`config.mk`:
```
export PLATFORM = sky130hd
export DESIGN_NAME = saob_cell
export DESIGN_NICKNAME = d
export VERILOG_FILES = /design/src/assert_macros.svh /design/src/saob_pkg.sv /design/src/saob_cell.sv
export SDC_FILE = /design/constraint.sdc
export NUM_CORES = 1
export LEC_CHECK = 0
export BUFFER_PORTS_ARGS = -buffer_cell sky130_fd_sc_hd__clkbuf_2
export CAP_MARGIN = 0
export CORE_MARGIN = 1.5
export CORE_UTILIZATION = 30
export DETAILED_ROUTE_END_ITERATION = 10
export REMOVE_ABC_BUFFERS = 1
export SLEW_MARGIN = 20
export SYNTH_ARGS = -nofsm -noshare
export SYNTH_HDL_FRONTEND = slang
export SYNTH_SLANG_ARGS = --single-unit
```
`constraint.sdc`:
```
create_clock -name clk -period 3.3 [get_ports clk]
set_clock_uncertainty 0.2 [all_clocks]
set_input_delay 0.66 -clock clk [delete_from_list [all_inputs] [get_ports clk]]
set_output_delay 0.66 -clock clk [all_outputs]
set_load 0.02 [all_outputs]
```
`src/assert_macros.svh`:
```
// ----------------------------------------------------------------------------
// Assertion macros
// Shared concurrent assertion wrappers, clocked on clk, held off in reset.
// ----------------------------------------------------------------------------
`ifndef ASSERT_MACROS_SVH
`define ASSERT_MACROS_SVH

// property checked at every rising edge of clk outside reset
`define ASSERT_CLK(label, prop, msg) \
	label: assert property (@(posedge clk) disable iff (!arst_n) (prop)) else $error(msg);

// implication checked at every rising edge of clk outside reset
`define ASSERT_IMPL(label, ante, cons, msg) \
	label: assert property (@(posedge clk) disable iff (!arst_n) (ante) |-> (cons)) \
		else $error(msg);

// next-cycle implication checked outside reset
`define ASSERT_NEXT(label, ante, cons, msg) \
	label: assert property (@(posedge clk) disable iff (!arst_n) (ante) |=> (cons)) \
		else $error(msg);

`endif

```
`src/saob_pkg.sv`:
```
// ----------------------------------------------------------------------------
// Sorted ask book package
// Beat types, command and status codes, cell control for the order row.
// ----------------------------------------------------------------------------
package saob_pkg;

	localparam int PRICE_W = 24;
	localparam int QTY_W   = 32;
	localparam int POS_W   = 10;
	localparam int COST_W  = 63;
	localparam int PROD_W  = PRICE_W + QTY_W;

	localparam logic [1:0] CMD_ADD    = 2'd0;
	localparam logic [1:0] CMD_REMOVE = 2'd1;
	localparam logic [1:0] CMD_BUY    = 2'd2;

	localparam logic [1:0] STAT_OK      = 2'd0;
	localparam logic [1:0] STAT_FULL    = 2'd1;
	localparam logic [1:0] STAT_RANGE   = 2'd2;
	localparam logic [1:0] STAT_PARTIAL = 2'd3;

	localparam logic [COST_W-1:0] COST_MAX = {COST_W{1'b1}};

	typedef struct packed {
		logic [1:0]         cmd;
		logic [PRICE_W-1:0] order_price;
		logic [QTY_W-1:0]   quantity;
		logic [POS_W-1:0]   position;
	} req_t;

	typedef struct packed {
		logic [COST_W-1:0] total_cost;
		logic [1:0]        status;
	} rsp_t;

	typedef enum logic [1:0] {
		CELL_HOLD,
		CELL_ADD,
		CELL_DEL,
		CELL_HEAD
	} cell_op_t;

	typedef struct packed {
		cell_op_t           op;
		logic [PRICE_W-1:0] price;
		logic [QTY_W-1:0]   shares;
		logic [POS_W-1:0]   pos;
	} cell_ctl_t;

	typedef enum logic [1:0] {
		ST_IDLE,
		ST_BUY,
		ST_FIN
	} state_t;

endpackage

```
`src/saob_cell.sv`:
```
// ----------------------------------------------------------------------------
// Order row cell
// Holds one rank of the book; inserts, shifts in from a neighbor or updates
// the head shares as the broadcast control asks.
// ----------------------------------------------------------------------------
module saob_cell #(
	parameter int BOOK_DEPTH = 64,
	parameter int IDX        = 0
) (
	input  logic                              clk,
	input  saob_pkg::cell_ctl_t               ctl,
	input  logic [$clog2(BOOK_DEPTH+1)-1:0]   count,
	input  logic [saob_pkg::PRICE_W-1:0]      left_price,
	input  logic [saob_pkg::QTY_W-1:0]        left_shares,
	input  logic                              left_stay,
	input  logic [saob_pkg::PRICE_W-1:0]      right_price,
	input  logic [saob_pkg::QTY_W-1:0]        right_shares,
	output logic [saob_pkg::PRICE_W-1:0]      price,
	output logic [saob_pkg::QTY_W-1:0]        shares,
	output logic                              stay
);

	localparam int CNT_W = $clog2(BOOK_DEPTH + 1);

	logic [saob_pkg::PRICE_W-1:0] price_q;
	logic [saob_pkg::QTY_W-1:0]   shares_q;
	logic                         live;
	logic                         at_or_after;

	assign live        = CNT_W'(IDX) < count;
	assign stay        = live && (price_q <= ctl.price);
	assign at_or_after = saob_pkg::POS_W'(IDX) >= ctl.pos;
	assign price       = price_q;
	assign shares      = shares_q;

	always_ff @(posedge clk) begin
		case (ctl.op)
			saob_pkg::CELL_ADD: begin
				if (!stay) begin
					if (left_stay) begin
						price_q  <= ctl.price;
						shares_q <= ctl.shares;
					end else begin
						price_q  <= left_price;
						shares_q <= left_shares;
					end
				end
			end
			saob_pkg::CELL_DEL: begin
				if (at_or_after) begin
					price_q  <= right_price;
					shares_q <= right_shares;
				end
			end
			saob_pkg::CELL_HEAD: begin
				if (IDX == 0) begin
					shares_q <= ctl.shares;
				end
			end
			default: begin
			end
		endcase
	end

endmodule

```
After elaboration in Yosys (flattened, before gate mapping)
Index checks and enable logic that the tools add are counted.
{"block": "op_classes", "n_lt_le_gt_ge": 3, "eq_ne": 5, "n_mux": 8, "reduce_logical": 5}
{"op": "$mux 32", "n": 3}
{"op": "$pmux 32 s3", "n": 1}
{"op": "$mux 24", "n": 3}
{"op": "$pmux 24 s2", "n": 1}
{"op": "$le 24x24->1", "n": 1}
{"op": "$ge 1x10->1 const A", "n": 1}
{"op": "$lt 1x7->1 const A", "n": 1}
{"op": "$reduce_and 3->1", "n": 2}
{"op": "$eq 2x2->1 const B", "n": 2}
{"op": "$ne 2x2->1 const B", "n": 2}
{"op": "$reduce_bool 3->1", "n": 1}
{"op": "$eq 2x1->1 const B", "n": 1}
{"op": "$reduce_bool 2->1", "n": 1}
{"op": "$logic_and 1x1->1", "n": 1}
{"block": "word_totals", "register_bits": 56, "in_bits": 189, "out_inout_bits": 57, "wordCells": 23}

Longest topological paths before layout
{"block": "logic_depth", "word_depth": 4, "mapped_depth": 9, "depth_no_buf": 9}

Worst setup path after synthesis
No wires, ideal clock.
{"block": "synth_path", "kind": "input -> register", "startpoint": "input port ctl[64] (netlist name)", "endpoint": "register shares_q, in the netlist shares[0] (enable)", "setup_ns": 0.387, "arrival_ns": 2.635, "required_time_ns": 2.713, "path_slack_ns": 0.078, "path_stages": 9, "path_buffers": 0, "path_cell_list": "inv_1 ha_1 nand4_2 nor4_4 nand4_1 a21oi_1 nor2_1 o21ai_2 a21bo_1"}
{"block": "synth_between", "elab_chain_len": 4}
{"item": "from (decl)", "line": "saob_cell.sv:11", "text": "input saob_pkg::cell_ctl_t ctl,"}
{"item": "$le 24x24->1", "line": "saob_cell.sv:31", "text": "assign stay = live && (price_q <= ctl.price);"}
{"item": "$logic_and 1x1->1", "line": "saob_cell.sv:31"}
{"item": "$ne 2x2->1 (no source line)"}
{"item": "$reduce_and 3->1 (no source line)"}
{"item": "to (signal assigned)", "line": "saob_cell.sv:42", "text": "shares_q <= ctl.shares;"}
{"item": "to (signal assigned)", "line": "saob_cell.sv:45", "text": "shares_q <= left_shares;"}
{"item": "to (signal assigned)", "line": "saob_cell.sv:52", "text": "shares_q <= right_shares;"}
{"item": "to (decl)", "line": "saob_cell.sv:26", "text": "logic [saob_pkg::QTY_W-1:0] shares_q;"}
Every way passes these cells.
A chain may end at the register's enable or synchronous reset.

Final worst setup path
{"block": "layout_path", "startpoint": "input port ctl[52] (netlist name)", "endpoint": "output port stay"}
{"block": "layout_between", "elab_chain_len": 2}
{"item": "$le 24x24->1", "line": "saob_cell.sv:31"}
{"item": "$logic_and 1x1->1", "line": "saob_cell.sv:31"}
{"item": "to (decl)", "line": "saob_cell.sv:20", "text": "output logic stay"}
Every way passes these cells.

==> results.json <==
{
  "ioPinCount": 246,
  "grt_max_degree": 89,
  "syn_area_um2": 3880,
  "p_leak_nw": 2.66,
  "fill_cells": 1267,
  "grt_first_pass_wirelength_mm": 15.8,
  "worstSetupPathType": "in2out",
  "cp_slowest_cell": "a221o_1",
  "synthCells": 378,
  "met2_usage_pct": 28.0,
  "timing.rr.start": "price[11]",
  "hold_path_class": "in2reg",
  "drt-vias-per-instance": 4.58,
  "synth_fa_ha_area_share_pct": 7.73,
  "reg2reg_to": "shares[25]",
  "ys_types": 33,
  "synth_warnings": 0,
  "multi_input_area_um2": 2050,
  "dpl.cell_count": 779,
  "start_kind": "input pin",
  "vias": 3610,
  "cts_max_path_buffers": 2,
  "min-delay-start": "right_price[6]",
  "cts_made_buffers": 5,
  "core_area_um2": 12600,
  "path_buf_inv": 4,
  "drt_first_pass_iters": 4,
  "grtUsageMet1_pct": 17.6,
  "slew_violations": 0,
  "min_path_cells": 3,
  "slowest_delay_ps": 330,
  "synth_top_family_by_area": "compound AO/OA/AOI/OAI gates",
  "regArea_um2": 1680,
  "grt-busiest-layer": "met2",
  "fin_area_um2": 5550,
  "netlist_top_cells_area": "edfxtp_1, mux2i_1, ha_1, a211oi_1, nor2b_1",
  "avgSynthCellArea_um2": 10.3,
  "routed_wl_mm": 10.6,
  "grt_pass1_vias": 3352,
  "hpwl_mm": 8.78,
  "synthMuxAreaShare_pct": 14.5,
  "period_minus_slack_ps": 3190,
  "drive_above_1_share_pct": 44.8,
  "end_kind": "output pin",
  "worstMarginPinSlew_ps": 986,
  "period_share_pct": 96.5,
  "antenna_cells": 0,
  "crit_required_ps": 2440,
  "slew_headroom_pct": 34.3,
  "yosysSeqAreaShare_pct": 43.3,
  "yosys.area.top_type_share_pct": 43.3,
  "fin_nets": 828,
  "place_congestion": 0.804,
  "place_area_um2": 5330,
  "crit_path_frequent_cell": "inv_1",
  "gr-total-overflow": 0,
  "numClockSinks": 56,
  "cts_root_buf": "clkbuf_16",
  "critPathTopFamily": "compound AO/OA/AOI/OAI gates",
  "status": "completed",
  "fmax_mhz": 314,
  "insertion_delay_ps": 290,
  "ff2ff_setup_slack_ps": 490,
  "start_util_pct": 30.8,
  "synth-simple-area-share_pct": 12.2,
  "cts_tree": "yes",
  "wl_per_cell_um": 13.5,
  "die_area_um2": 13600,
  "h-tree-depth": 2,
  "die_h_um": 117,
  "hold_violations": 0,
  "reg2regPathDepth": 10,
  "drc": 0,
  "yosys.area.top_type": "edfxtp_1",
  "synthToLayoutAreaGrowth_pct": 42.8,
  "track_usage_pct": 15.1,
  "antenna_found_initial": 0,
  "synth_xor_area_share_pct": 0,
  "cp_max_fo": 2,
  "die_w_um": 117,
  "synth_compound_area_share_pct": 17.2,
  "final_cells": 788,
  "drv_cap": 0,
  "setup_viol": 0,
  "p_per_area_nw_per_um2": 355,
  "min_to": "price[6]",
  "crit_arrival_ps": 2330,
  "detail-route-antenna-nets": 0,
  "ir_worst_vdd_uv": 262,
  "power_mw": 1.97,
  "met3_usage_pct": 3.30,
  "cp_cell_sequence": "clkbuf_2, inv_1, ha_1, and2_2, a221o_1, a221oi_2, o21ai_1, nor2_1, o21ai_2, inv_1, buf_6",
  "rows": 41,
  "io_buffers": 245,
  "synth-seq-cells": 56,
  "path_clk_slew_ps": 70,
  "drtIter0Drc": 67
}
cells in the mapped netlist, drive strengths merged:
cell type and n:
inv 25, nand3 1, ha 24, nor4 3, nand2 30, mux2i 55
a21oi 40, nor3b 1, a21o 2, nor2b 34, a221o 2, a21bo 1
a211oi 32, o211ai 1, or4 2, a22o 1, mux2 1, o21ai 29
a221oi 1, clkbuf 19, nor2 3, buf 7, and2 1, nor3 2
edfxtp 56, nand4 5
cell type report:
| cell class | count | area share [%] |
|---|---|---|
| Clock buffer | 5 | 2.26 |
| Clock inverter | 3 | 0.767 |
| Inverter | 25 | 1.69 |
| Multi-Input combinational cell | 271 | 36.9 |
| Sequential cell | 56 | 30.3 |
| Tap cell | 172 | 3.88 |
| Timing Repair Buffer | 256 | 24.2 |
timing repair:
action,in CTS,in global routing
hold buffers,0,0
setup buffers,0,1
gates resized for setup,0,6
setup endpoints to repair,0,1
power breakdown:
group	leakage [nW]	total (mW)	internal [mW]	switching (mW)
Sequential	0.527	0.869	0.851	0.0180
Combinational	2.06	0.505	0.230	0.275
Clock	0.0814	0.595	0.357	0.238
worst max-delay path by stage:
| stage | endpoint | from | slack, ps | cells after the start |
|---|---|---|---|---|
| 3_3_place_gp | stay | ctl[51] | 20 | 11 |
| 3_5_place_dp | stay | ctl[51] | 30 | 11 |
| 6_report | stay | ctl[52] | 110 | 11 |
| 5_1_grt | stay | ctl[58] | -4 | 11 |
| 2_1_floorplan | price[0] | ctl[66] | -230 | 2 |
| 4_1_cts | stay | ctl[51] | 10 | 11 |
per-layer routing:
| metal | up-vias | share of wire (%) |
|---|---|---|
| met5 | - | 0 |
| met4 | 0 | 0.97 |
| met3 | 5 | 7.1 |
| met2 | 143 | 51 |
| met1 | 1583 | 41 |
| li1 | 1879 | - |
per-stage QoR:
step                      setup TNS [ps]  setup WS (ps)  utilization [%]  hold slack (ps)
after floorplan                    -5550           -231                -              647
after global placement                 0           21.4             42.2              751
after detailed placement               0           26.3             42.2              745
after CTS                              0           14.1             43.6              438
after global routing               -4.14          -4.14             44.0              451
final                                  0            115             44.0              444
kinds of logic after synthesis:
kind of cell             after synthesis
AO/OA/AOI/OAI                        109
adder cells (fa/ha/maj)               24
buffers and inverters                 51
flip-flops                            56
multiplexers                          56
AND/OR/NAND/NOR                       82
cells in the final DEF, fill, tap and decap left out, types with 2 or more instances in the layout:
| cell type | n |
|---|---|
| nand4_1 | 3 |
| edfxtp_1 | 56 |
| nor4_1 | 2 |
| o21ai_0 | 27 |
| mux2i_1 | 55 |
| nor2_1 | 3 |
| clkbuf_2 | 243 |
| ha_4 | 3 |
| clkbuf_16 | 5 |
| inv_1 | 25 |
| ha_1 | 21 |
| nor2b_1 | 33 |
| or4_1 | 2 |
| buf_12 | 2 |
| a221o_1 | 2 |
| a211oi_1 | 32 |
| a21oi_1 | 40 |
| buf_4 | 10 |
| nand2_1 | 30 |
worst register-to-register path, cell delays in order, from the launching register on:
cell      delay [ps]
edfxtp_1         430
ha_1             320
and2_2           180
a221o_1          330
a221oi_2         230
o21ai_1          100
nor2_1           130
o21ai_2          100
buf_4            140
a21bo_1          210
buf_12           180
state kept, by name, summed over array words and instances, names as in the netlist:
signal and count:
shares 32, price 24
No activity file was read; power rests on OpenSTA's default activity.
